--- src/rtl/core/lcrc_pkg.sv ---
`timescale 1ns / 1ps

package lcrc_pkg;

    // code for the laser off (inverted dac)
    localparam logic [15:0] CODE_OFF = 16'hFFFF;

    // configuration reset values
    localparam logic [15:0] RAMP_STEP_RST   = 16'd64;
    localparam logic [15:0] ERR_MARGIN_RST  = 16'd980;
    localparam logic [7:0]  ERR_LIMIT_RST   = 8'd10;
    localparam logic [7:0]  ERR_COUNT_MAX   = 8'hFF;

    // configuration register indexes
    localparam int          CFG_IDX_W       = 2;
    localparam logic [CFG_IDX_W-1:0] CFG_RAMP_STEP  = 2'd0;
    localparam logic [CFG_IDX_W-1:0] CFG_ERR_MARGIN = 2'd1;
    localparam logic [CFG_IDX_W-1:0] CFG_ERR_LIMIT  = 2'd2;

    // queue between front and back
    localparam int QUEUE_DEPTH = 2;
    localparam int QUEUE_PTR_W = (QUEUE_DEPTH > 1) ? $clog2(QUEUE_DEPTH) : 1;
    localparam int QUEUE_CNT_W = $clog2(QUEUE_DEPTH + 1);

    // host bus commands
    typedef enum logic [1:0] {
        CMD_TICK  = 2'd0,
        CMD_WRITE = 2'd1,
        CMD_READ  = 2'd2,
        CMD_NOP   = 2'd3
    } cmd_t;

    // host write addresses
    localparam logic [2:0] WADDR_ENABLE = 3'd0;
    localparam logic [2:0] WADDR_TARGET = 3'd1;
    localparam logic [2:0] WADDR_THR1   = 3'd2;
    localparam logic [2:0] WADDR_THR2   = 3'd3;

    // host read addresses
    localparam logic [2:0] RADDR_MONITOR = 3'd0;
    localparam logic [2:0] RADDR_ERRORS  = 3'd1;
    localparam logic [2:0] RADDR_THR1    = 3'd2;
    localparam logic [2:0] RADDR_TARGET  = 3'd3;
    localparam logic [2:0] RADDR_ENABLE  = 3'd4;

    // classified operation
    typedef enum logic [2:0] {
        OP_NOP,
        OP_TICK,
        OP_WR_ENABLE,
        OP_WR_TARGET,
        OP_WR_THR1,
        OP_WR_THR2,
        OP_READ
    } op_t;

    // read source
    typedef enum logic [2:0] {
        RD_ZERO,
        RD_MONITOR,
        RD_ERRORS,
        RD_THR1,
        RD_TARGET,
        RD_ENABLE
    } rd_sel_t;

    typedef struct packed {
        logic [1:0]  command;
        logic [2:0]  reg_addr;
        logic [15:0] write_data;
        logic [15:0] monitor_current;
    } in_word_t;

    typedef struct packed {
        logic [15:0] dac_code;
        logic        ld_enable;
        logic        ramping;
        logic        out_error;
        logic        init_done;
        logic [15:0] read_data;
    } out_word_t;

    // queued operation, data field carries write data or monitor sample
    typedef struct packed {
        op_t         op;
        rd_sel_t     rd_sel;
        logic [15:0] data;
    } op_word_t;

    // queue handshake toward the back part
    typedef struct packed {
        logic valid;
        logic full;
    } queue_status_t;

endpackage

--- src/rtl/core/laser_current_ramp_controller_unit.sv ---
`timescale 1ns / 1ps
// Laser-diode current ramp controller.
// Input channel s_valid/s_ready/s_word carries one word per control tick,
// host register write or host register read. Every accepted word returns
// exactly one result word on m_valid/m_ready/m_word with the ramped dac
// code, status flags and, for reads, the register data.
// Configuration (ramp step, error margin, error count limit) is written by the user
// via cfg_wr_en/cfg_index/cfg_data only while idle; the block does not enforce it.
// An accepted word is stored in the queue, then executes into the result register
// once that register is free or its result is being taken.
// Throughput: one word per cycle while m_ready stays high; the execute stage
// updates the ramp and the error counter.
// Reset (aresetn low, synchronous) clears the queue and the result valid flag
// and loads the power-up register values; the laser code is off.
// When the receiver stalls, the result stays held, the two-entry queue
// fills and s_ready drops only once it is full.

module laser_current_ramp_controller_unit
    import lcrc_pkg::*;
(
    input  logic                 aclk,
    input  logic                 aresetn,
    input  logic                 cfg_wr_en,
    input  logic [CFG_IDX_W-1:0] cfg_index,
    input  logic [15:0]          cfg_data,
    input  logic                 s_valid,
    output logic                 s_ready,
    input  in_word_t             s_word,
    output logic                 m_valid,
    input  logic                 m_ready,
    output out_word_t            m_word
);

    op_word_t      op_word;
    op_word_t      head_word;
    queue_status_t status;
    logic          push;
    logic          pop;

    assign s_ready = !status.full;
    assign push    = s_valid && s_ready;

    // decode
    lcrc_front u_front (
        .in_word (s_word),
        .op_word (op_word)
    );

    // decoupling queue
    lcrc_queue u_queue (
        .aclk      (aclk),
        .aresetn   (aresetn),
        .push      (push),
        .push_word (op_word),
        .pop       (pop),
        .head_word (head_word),
        .status    (status)
    );

    // execute and result register
    lcrc_back u_back (
        .aclk      (aclk),
        .aresetn   (aresetn),
        .cfg_wr_en (cfg_wr_en),
        .cfg_index (cfg_index),
        .cfg_data  (cfg_data),
        .head_word (head_word),
        .status    (status),
        .pop       (pop),
        .m_word    (m_word),
        .m_valid   (m_valid),
        .m_ready   (m_ready)
    );

endmodule

--- src/rtl/core/lcrc_front.sv ---
`timescale 1ns / 1ps

module lcrc_front
    import lcrc_pkg::*;
(
    input  in_word_t in_word,
    output op_word_t op_word
);

    // classify command and address into one operation
    always_comb begin
        op_word.op     = OP_NOP;
        op_word.rd_sel = RD_ZERO;
        op_word.data   = in_word.write_data;
        unique case (cmd_t'(in_word.command))
            CMD_TICK: begin
                op_word.op   = OP_TICK;
                op_word.data = in_word.monitor_current;
            end
            CMD_WRITE: begin
                unique case (in_word.reg_addr)
                    WADDR_ENABLE: op_word.op = OP_WR_ENABLE;
                    WADDR_TARGET: op_word.op = OP_WR_TARGET;
                    WADDR_THR1:   op_word.op = OP_WR_THR1;
                    WADDR_THR2:   op_word.op = OP_WR_THR2;
                    default:      op_word.op = OP_NOP;
                endcase
            end
            CMD_READ: begin
                op_word.op = OP_READ;
                unique case (in_word.reg_addr)
                    RADDR_MONITOR: op_word.rd_sel = RD_MONITOR;
                    RADDR_ERRORS:  op_word.rd_sel = RD_ERRORS;
                    RADDR_THR1:    op_word.rd_sel = RD_THR1;
                    RADDR_TARGET:  op_word.rd_sel = RD_TARGET;
                    RADDR_ENABLE:  op_word.rd_sel = RD_ENABLE;
                    default:       op_word.rd_sel = RD_ZERO;
                endcase
            end
            default: op_word.op = OP_NOP;
        endcase
    end

endmodule

--- src/rtl/core/lcrc_queue.sv ---
`timescale 1ns / 1ps

module lcrc_queue
    import lcrc_pkg::*;
(
    input  logic          aclk,
    input  logic          aresetn,
    input  logic          push,
    input  op_word_t      push_word,
    input  logic          pop,
    output op_word_t      head_word,
    output queue_status_t status
);

    op_word_t                 entry_reg [QUEUE_DEPTH];
    logic [QUEUE_PTR_W-1:0]   wr_ptr_reg, wr_ptr_next;
    logic [QUEUE_PTR_W-1:0]   rd_ptr_reg, rd_ptr_next;
    logic [QUEUE_CNT_W-1:0]   count_reg, count_next;

    // pointer wrap helper
    function automatic logic [QUEUE_PTR_W-1:0] ptr_inc(input logic [QUEUE_PTR_W-1:0] p);
        if (p == QUEUE_PTR_W'(QUEUE_DEPTH - 1)) begin
            ptr_inc = '0;
        end else begin
            ptr_inc = p + 1'b1;
        end
    endfunction

    assign status.valid = (count_reg != '0);
    assign status.full  = (count_reg == QUEUE_CNT_W'(QUEUE_DEPTH));
    assign head_word    = entry_reg[rd_ptr_reg];

    // pointer and count update
    always_comb begin
        wr_ptr_next = push ? ptr_inc(wr_ptr_reg) : wr_ptr_reg;
        rd_ptr_next = pop  ? ptr_inc(rd_ptr_reg) : rd_ptr_reg;
        count_next  = count_reg;
        if (push && !pop) begin
            count_next = count_reg + 1'b1;
        end else if (pop && !push) begin
            count_next = count_reg - 1'b1;
        end
    end

    always_ff @(posedge aclk) begin
        if (!aresetn) begin
            wr_ptr_reg <= '0;
            rd_ptr_reg <= '0;
            count_reg  <= '0;
        end else begin
            wr_ptr_reg <= wr_ptr_next;
            rd_ptr_reg <= rd_ptr_next;
            count_reg  <= count_next;
        end
    end

    // storage, no reset
    always_ff @(posedge aclk) begin
        if (push) begin
            entry_reg[wr_ptr_reg] <= push_word;
        end
    end

endmodule

--- src/rtl/core/lcrc_back.sv ---
`timescale 1ns / 1ps

module lcrc_back
    import lcrc_pkg::*;
(
    input  logic                 aclk,
    input  logic                 aresetn,
    input  logic                 cfg_wr_en,
    input  logic [CFG_IDX_W-1:0] cfg_index,
    input  logic [15:0]          cfg_data,
    input  op_word_t             head_word,
    input  queue_status_t        status,
    output logic                 pop,
    output out_word_t            m_word,
    output logic                 m_valid,
    input  logic                 m_ready
);

    // configuration
    logic [15:0] ramp_step_reg;
    logic [15:0] err_margin_reg;
    logic [7:0]  err_limit_reg;

    // controller state
    logic [15:0] target_reg,  target_next;
    logic [15:0] ramp_reg,    ramp_next;
    logic [7:0]  enable_reg,  enable_next;
    logic [7:0]  thr1_reg,    thr1_next;
    logic        init_reg,    init_next;
    logic [15:0] monitor_reg, monitor_next;
    logic [7:0]  err_cnt_reg, err_cnt_next;
    logic        err_reg,     err_next;

    out_word_t   out_reg, out_next;
    logic        out_valid_reg;

    // tick datapath
    logic [15:0] goal;
    logic [15:0] goal_span;
    logic [15:0] stepped;
    logic [15:0] ramp_tick;
    logic [15:0] set_current;
    logic [15:0] cur_diff;
    logic [15:0] rd_value;

    assign pop     = status.valid && (!out_valid_reg || m_ready);
    assign m_word  = out_reg;
    assign m_valid = out_valid_reg;

    // ramp toward goal by at most one step
    always_comb begin
        goal = (enable_reg != '0) ? target_reg : CODE_OFF;
        if (goal > ramp_reg) begin
            goal_span = goal - ramp_reg;
            stepped   = ramp_reg + ramp_step_reg;
        end else begin
            goal_span = ramp_reg - goal;
            stepped   = ramp_reg - ramp_step_reg;
        end
        ramp_tick   = (goal_span > ramp_step_reg) ? stepped : goal;
        set_current = CODE_OFF - ramp_tick;
        cur_diff    = (set_current >= head_word.data) ? (set_current - head_word.data)
                                                      : (head_word.data - set_current);
    end

    // read mux
    always_comb begin
        unique case (head_word.rd_sel)
            RD_MONITOR: rd_value = monitor_reg;
            RD_ERRORS:  rd_value = {15'd0, err_reg};
            RD_THR1:    rd_value = {8'd0, thr1_reg};
            RD_TARGET:  rd_value = target_reg;
            RD_ENABLE:  rd_value = {8'd0, enable_reg};
            default:    rd_value = '0;
        endcase
    end

    // execute the queued operation
    always_comb begin
        target_next  = target_reg;
        ramp_next    = ramp_reg;
        enable_next  = enable_reg;
        thr1_next    = thr1_reg;
        init_next    = init_reg;
        monitor_next = monitor_reg;
        err_cnt_next = err_cnt_reg;
        err_next     = err_reg;
        out_next     = out_reg;
        if (pop) begin
            out_next.ld_enable = (ramp_reg != CODE_OFF);
            out_next.ramping   = 1'b0;
            out_next.read_data = '0;
            unique case (head_word.op)
                OP_TICK: begin
                    out_next.ramping = (goal != ramp_reg);
                    ramp_next        = ramp_tick;
                    monitor_next     = head_word.data;
                    if (cur_diff > err_margin_reg) begin
                        if (err_cnt_reg != ERR_COUNT_MAX) begin
                            err_cnt_next = err_cnt_reg + 1'b1;
                        end
                    end else begin
                        err_cnt_next = '0;
                    end
                    if (err_cnt_next > err_limit_reg) begin
                        err_next = 1'b1;
                    end
                end
                OP_WR_ENABLE: enable_next = head_word.data[7:0];
                OP_WR_TARGET: target_next = head_word.data;
                OP_WR_THR1:   thr1_next   = head_word.data[7:0];
                OP_WR_THR2:   init_next   = 1'b1;
                OP_READ:      out_next.read_data = rd_value;
                default:      ;
            endcase
            out_next.dac_code  = ramp_next;
            out_next.out_error = err_next;
            out_next.init_done = init_next;
        end
    end

    always_ff @(posedge aclk) begin
        if (!aresetn) begin
            ramp_step_reg  <= RAMP_STEP_RST;
            err_margin_reg <= ERR_MARGIN_RST;
            err_limit_reg  <= ERR_LIMIT_RST;
        end else if (cfg_wr_en) begin
            case (cfg_index)
                CFG_RAMP_STEP:  ramp_step_reg  <= cfg_data;
                CFG_ERR_MARGIN: err_margin_reg <= cfg_data;
                CFG_ERR_LIMIT:  err_limit_reg  <= cfg_data[7:0];
                default:        ;
            endcase
        end
    end

    always_ff @(posedge aclk) begin
        if (!aresetn) begin
            target_reg    <= CODE_OFF;
            ramp_reg      <= CODE_OFF;
            enable_reg    <= '0;
            thr1_reg      <= '0;
            init_reg      <= 1'b0;
            monitor_reg   <= '0;
            err_cnt_reg   <= '0;
            err_reg       <= 1'b0;
            out_valid_reg <= 1'b0;
        end else begin
            target_reg    <= target_next;
            ramp_reg      <= ramp_next;
            enable_reg    <= enable_next;
            thr1_reg      <= thr1_next;
            init_reg      <= init_next;
            monitor_reg   <= monitor_next;
            err_cnt_reg   <= err_cnt_next;
            err_reg       <= err_next;
            if (pop) begin
                out_valid_reg <= 1'b1;
            end else if (m_ready) begin
                out_valid_reg <= 1'b0;
            end
        end
    end

    // result payload, no reset
    always_ff @(posedge aclk) begin
        out_reg <= out_next;
    end

endmodule
--- config.mk ---
export PLATFORM = sky130hd
export DESIGN_NAME = laser_current_ramp_controller_unit
export DESIGN_NICKNAME = d
export VERILOG_FILES = /design/src/rtl/core/lcrc_pkg.sv /design/src/rtl/core/laser_current_ramp_controller_unit.sv /design/src/rtl/core/lcrc_front.sv /design/src/rtl/core/lcrc_queue.sv /design/src/rtl/core/lcrc_back.sv
export SDC_FILE = /design/constraint.sdc
export NUM_CORES = 1
export LEC_CHECK = 0
export BUFFER_PORTS_ARGS = -buffer_cell sky130_fd_sc_hd__clkbuf_2
export CELL_PAD_IN_SITES_DETAIL_PLACEMENT = 0
export CELL_PAD_IN_SITES_GLOBAL_PLACEMENT = 1
export CORE_MARGIN = 4
export CORE_UTILIZATION = 47
export DETAILED_ROUTE_END_ITERATION = 10
export MAX_ROUTING_LAYER = met4
export PLACE_DENSITY_LB_ADDON = 0.1
export SYNTH_ARGS = -nofsm -noshare
export SYNTH_HDL_FRONTEND = slang
export SYNTH_SLANG_ARGS = --single-unit
--- constraint.sdc ---
create_clock -name aclk -period 15.7 [get_ports aclk]
set_clock_uncertainty 0.2 [all_clocks]
set_input_delay 1.57 -clock aclk [delete_from_list [all_inputs] [get_ports aclk]]
set_output_delay 1.57 -clock aclk [all_outputs]
set_load 0.03 [all_outputs]
Word-level counts from Yosys, hierarchy flattened. Memories as Yosys holds them, arrays and structs flattened. A register that Yosys moved wholly into a read port is not among the register bits. Cells that the tools add are included.

Bits in registers: 155. Word-level logic and storage cells: 114. Memories kept: 1. Memory bits (writable): 44. Output and inout bits: 38.

$add $sub $neg: 12. Muxes and demuxes: 29. Order comparisons: 5. Reduce and logical (&&, ||, !) cells: 23. Equal/unequal tests: 23.

Memory list: u_queue.entry_reg (words 2, bits a word 22, rd ports 1, clocked after memory_dff 1, write ports 1, line lcrc_queue.sv:15) `op_word_t entry_reg [QUEUE_DEPTH];`.

Operator list (number): 16-bit two-way mux (7); 16-bit one-hot mux with 5 select lines (1); 16-bit subtractor (5); 16-bit greater-than comparator (3); 8-bit two-way mux (4); 3-bit by 2-bit equality test with 1-bit output, second input constant (6); 3-bit equality test, second input constant (6); 16-bit adder (1); 16-bit greater-or-equal comparator (1); 16-bit != test (1); 16-bit != test, second input constant (1); 16-bit subtractor, first input constant (1); 3-bit one-hot mux with 5 select lines (1); 2-bit AND reduction (7); 3-bit one-hot mux with 4 select lines (1); 1-bit two-way mux (11); 3-bit by 1-bit equality test with 1-bit output, second input constant (3); 3-bit one-hot mux with 3 select lines (1); 8-bit by 1-bit adder with 8-bit output, second input constant (1); 8-bit greater-than comparator (1); 8-bit != test, second input constant (1); 8-bit nonzero test (1); 2-bit equality test, second input constant (3); 2-bit nonzero test (3); other kinds (11) (21).

Depth between registers and ports, before layout.
Word-level depth: 16. Gate-level depth with buffers: 61.

Hierarchy. From an unflattened synthesis, not the netlist that was laid out.

Cell total of the unflattened synthesis: 1518. Area total of the unflattened synthesis: 13266.5 sq um.

Modules (own cells, without submodules): lcrc_back (sequential area each 3383.2 sq um, times used 1, cells an instance 1395, area an instance 11133.2 sq um); lcrc_queue (sequential area each 1421.4 sq um, times used 1, cells an instance 90, area an instance 1800.5 sq um); lcrc_front (sequential area each 0.0 sq um, times used 1, cells an instance 31, area an instance 322.8 sq um); laser_current_ramp_controller_unit (sequential area each 0.0 sq um, times used 1, cells an instance 2, area an instance 10.0 sq um).

Worst setup path after synthesis. Ideal clock, no wire load.

Path type: reg-to-reg. Start: reg u_back.enable_reg[4]. End: reg u_back.out_reg, in the netlist u_back.m_word[17], data pin. Path slack: 3744 ps. Required time: 15242 ps. Cell stages (with the launch flop): 57. Path buffers: 7. Library setup time: 258 ps. Data arrival time: 11498 ps. Cell sequence: dfxtp_1 -> or4_1 -> nor2_1 -> clkbuf_1 -> nor2_1 -> inv_1 -> ha_1 -> clkbuf_1 -> inv_1 -> o21bai_1 -> a21oi_1 -> and2_1 -> a211oi_1 -> buf_2 -> clkbuf_1 -> nand2_1 -> a22oi_1 -> o221ai_1 -> [... 21 more ...] -> nor2b_1 -> o21a_1 -> o21a_1 -> o21a_1 -> o21a_1 -> o21a_1 -> o21ai_0 -> a21oi_1 -> o21ai_0 -> a21oi_1 -> ha_1 -> nor2b_1 -> o21a_1 -> o21ai_0 -> nand2b_1 -> a21oi_1 -> o21ai_0 -> a21o_1.

Cells in the longest elaborated chain, start to end: 16. Elaborated cells on any way between the ends: 21. Classes of those cells: 5 x add/sub; 5 x order compare; 10 x mux; 1 x reduce/logical.

RTL lines: from (decl) (line lcrc_back.sv:27) `logic [7:0] enable_reg, enable_next;`; from (signal assigned) (line lcrc_back.sv:151) `enable_reg <= enable_next;`; 8-bit nonzero test (*) (line lcrc_back.sv:52) `goal = (enable_reg != '0) ? target_reg : CODE_OFF;`; 16-bit two-way mux (*) (line lcrc_back.sv:52); 16-bit subtractor, or another cell as far along (line lcrc_back.sv:57) `goal_span = ramp_reg - goal;`; 16-bit two-way mux (line lcrc_back.sv:53) `if (goal > ramp_reg) begin`; 16-bit greater-than comparator (line lcrc_back.sv:60) `ramp_tick = (goal_span > ramp_step_reg) ? stepped : goal;`; 16-bit two-way mux (*) (line lcrc_back.sv:60); 16-bit subtractor (*) (line lcrc_back.sv:61) `set_current = CODE_OFF - ramp_tick;`; 16-bit subtractor, or another cell as far along (line lcrc_back.sv:63) `: (head_word.data - set_current);`; 16-bit two-way mux (*) (line lcrc_back.sv:62) `cur_diff = (set_current >= head_word.data) ? (set_current - head_word.data)`; 16-bit greater-than comparator (*) (line lcrc_back.sv:98) `if (cur_diff > err_margin_reg) begin`; 8-bit two-way mux (*) (line lcrc_back.sv:98); 8-bit two-way mux (*) (line lcrc_back.sv:93) `unique case (head_word.op)`; 8-bit two-way mux (*) (line lcrc_back.sv:89) `if (pop) begin`; 8-bit greater-than comparator (*) (line lcrc_back.sv:105) `if (err_cnt_next > err_limit_reg) begin`; 1-bit two-way mux (*) (line lcrc_back.sv:105); 1-bit two-way mux (*) (line lcrc_back.sv:93); to (signal assigned) (line lcrc_back.sv:167) `out_reg <= out_next;`; to (decl) (line lcrc_back.sv:34) `out_word_t out_reg, out_next;`.

Every way passes the cells marked *; elsewhere a longest branch is shown, timed or not. The select of a mux whose other input is x is not followed. A chain may end at the register's enable or synchronous reset.

Worst setup path after layout.
Start: reg u_back.enable_reg[0]. End: reg u_back.out_reg, in the netlist u_back.m_word[17], data pin.

Same word-level chain as after synthesis.

==> run metrics <==
status completed; Syn Area/Cell 8.80 um^2; RD Place Congestion 0.932; Max Slew Vio Count 0; synth unique cells slightly above 80; Root Buffer clkbuf_16; Nets 1765; IO buf count 97; pin count of the biggest net entering global routing 75; crit path launch type flop; most frequent cells in the layout nand2_1 (213), inv_1 (122), dfxtp_1 (120), ha_1 (119), clkbuf_2 (96); XOR/XNOR Fraction of Synth Area 3.32%; Top Family by Delay on Critical Path compound AO/OA/AOI/OAI gates; endpoints failing setup 0; top post-synthesis cells by area dfxtp_1 (18%), edfxtp_1 (18%), ha_1 (11%), nand2_1 (5.9%), mux2i_1 (4.4%); Max clock buf depth 2; vias in the first global route about 11000; die height 177 um; worst hold path stage count 2; GR Util met1 33.0%; CTS tree done; post-CTS setup buffer count 0; Synth Warn # 0; Min Hold Slack 0.270 ns; commonest non-fill, non-tap cell in the layout nand2_1; main flop type after synthesis dfxtp_1; vias 11300; highest clock rate 72.6 MHz; total placed cells including tap cells 1941; Site Rows 61; ANT nets after route 0; synthesized area 13400 um^2; GRT met3 Usage roughly 3.4%; relative slew slack 17.0%; max reg flops 44; worst r2r path cells 51; Crit. Startpoint u_back.enable_reg[0]; Worst Path Class, Setup flop to flop; area leader, netlist dfxtp_1; final hold viol count 0; CP Capture Type flop; reg-to-reg slack, setup 1.92 ns; worst skew pair latency 0.46 ns; clock buffer count from CTS 17; Crit path depth 51; first-pass GRT wire length 60.6 mm; Tcrit/Tclk final 87.8%; largest family of logic cells by synthesized area compound AO/OA/AOI/OAI gates; CP max stage delay ~0.80 ns; Core Footprint roughly 28000 um^2; min Tclk post-route about 14 ns; H-tree Lvls 4; Die Width about 180 um; n_diodes 0; Worst EP required around 16 ns; Top Usage Layer GRT met2; Seq cells post-synth 200; Mapped Cells 1527; drt first pass iters 5; starting density of the core 48.0%; TNS Setup 0 ns; GRT overflow 0; DR iter-0 viols between 800 and 900; sequential-to-total area share from yosys stat 35.7%; multiplexer area fraction after synthesis 6.52%; CTS clk-pin slew, worst paths 0.08 ns; area grow syn2layout 10.3%; layout cells sized above 1 11.8%; gr usage total between 20 and 30%; RSZ-0062 raised after global routing no; Worst Path Buf+Inv 3; Post-Route WL between 30 and 40 mm; Mapped Nets 1710; Simple-Gate Fraction of Synth Area 16.3%; Post-synth ARST share 0%; DPL Wire Length 30.4 mm; I/O Pins 98; min-delay src u_back.ramp_step_reg[12]; WL per Instance 19.8 um; hold crit path type flop to flop; Synth top area share ~18%; max-cap violation count 0; CTS sink count 200; fraction of the mapped netlist area in compound gates 20.8%; hold buffers post-CTS 0; M2 GR Usage between 40% and 50%; die area 31400 um^2; initial antenna violation count 0; slowest CP cell nor2_1; Reg2Reg Launch Point u_back.enable_reg[0]; r2r endpoint u_back.m_word[17]; CP max FO 23; Arrival @ worst endpoint 13.79 ns; post-route insts no fill 1973; Post-synth EDFFs 80; post_cts resized 0; drt drc 0; routed vias/inst ~5.7; Post-Synth Adder-Cell Area 11.7%; cell mode on critical path o21a_1; Tightest Pin Transition 1.24 ns; Hold EP u_back.ramp_step_reg[12]
how the worst max path moves through the flow:
stage	end	slack [ns]
after CTS	u_back.m_word[17]	2.01
after floorplan	u_back.m_word[17]	3.74
after global placement	u_back.m_word[17]	2.32
after detailed placement	u_back.m_word[17]	2.06
after global routing	u_back.m_word[17]	0.73
final	u_back.m_word[17]	1.92
through the flow:
stage                     worst slack [ns]  utilization [%]  instance area (um^2)
after global placement                2.32             50.8                 14200
after detailed placement              2.06             50.8                 14200
after CTS                             2.01             52.9                 14800
after global routing                 0.731             52.9                 14800
after floorplan                       3.74                -                 13400
final                                 1.92             52.9                 14800
cell usage after synthesis, drive strengths merged, types with 18 or more instances:
cell      n
nand2   213
inv     123
dfxtp   120
ha      119
o21ai    89
edfxtp   80
nor2     79
a21oi    75
clkbuf   69
mux2i    59
nand3    41
o211ai   38
o211a    35
xnor2    35
a21boi   34
a21o     31
mux2     25
nor2b    24
nand2b   18
routing by layer:
metal	wire length, um	up-vias
li1	-	5566
met1	17300	5353
met2	18700	325
met3	1870	78
met4	1270	0
met5	0	-
worst register-to-register path, delay by kind of cell, from the launching register on:
family	cells	cell delay, ns
AO/OA/AOI/OAI	27	6.02
AND/OR/NAND/NOR	13	3.46
adder cells (fa/ha/maj)	6	1.96
flip-flops	1	0.33
multiplexers	2	0.82
buffers and inverters	3	0.72
cell type report:
cell class / instances / area (um^2)
multi-input cells: 1130 / 7900
fillers: 2710 / 13200
well taps: 378 / 473
inverters: 123 / 462
clock inverters: 14 / 165
clock buffers: 18 / 439
flip-flops and latches: 200 / 4800
repair buffers: 110 / 586
kinds of logic (layout without fill, tap and decap cells):
kind of cell,count (synthesis),in the layout
compound gates,404,404
xor+xnor,51,51
fa+ha+maj,123,123
buf+inv,197,265
flops,200,200
mux,84,84
simple gates,468,468
Power is not shown: default switching activity piles up to over one toggle a cycle in this logic, so the estimate is an artifact.
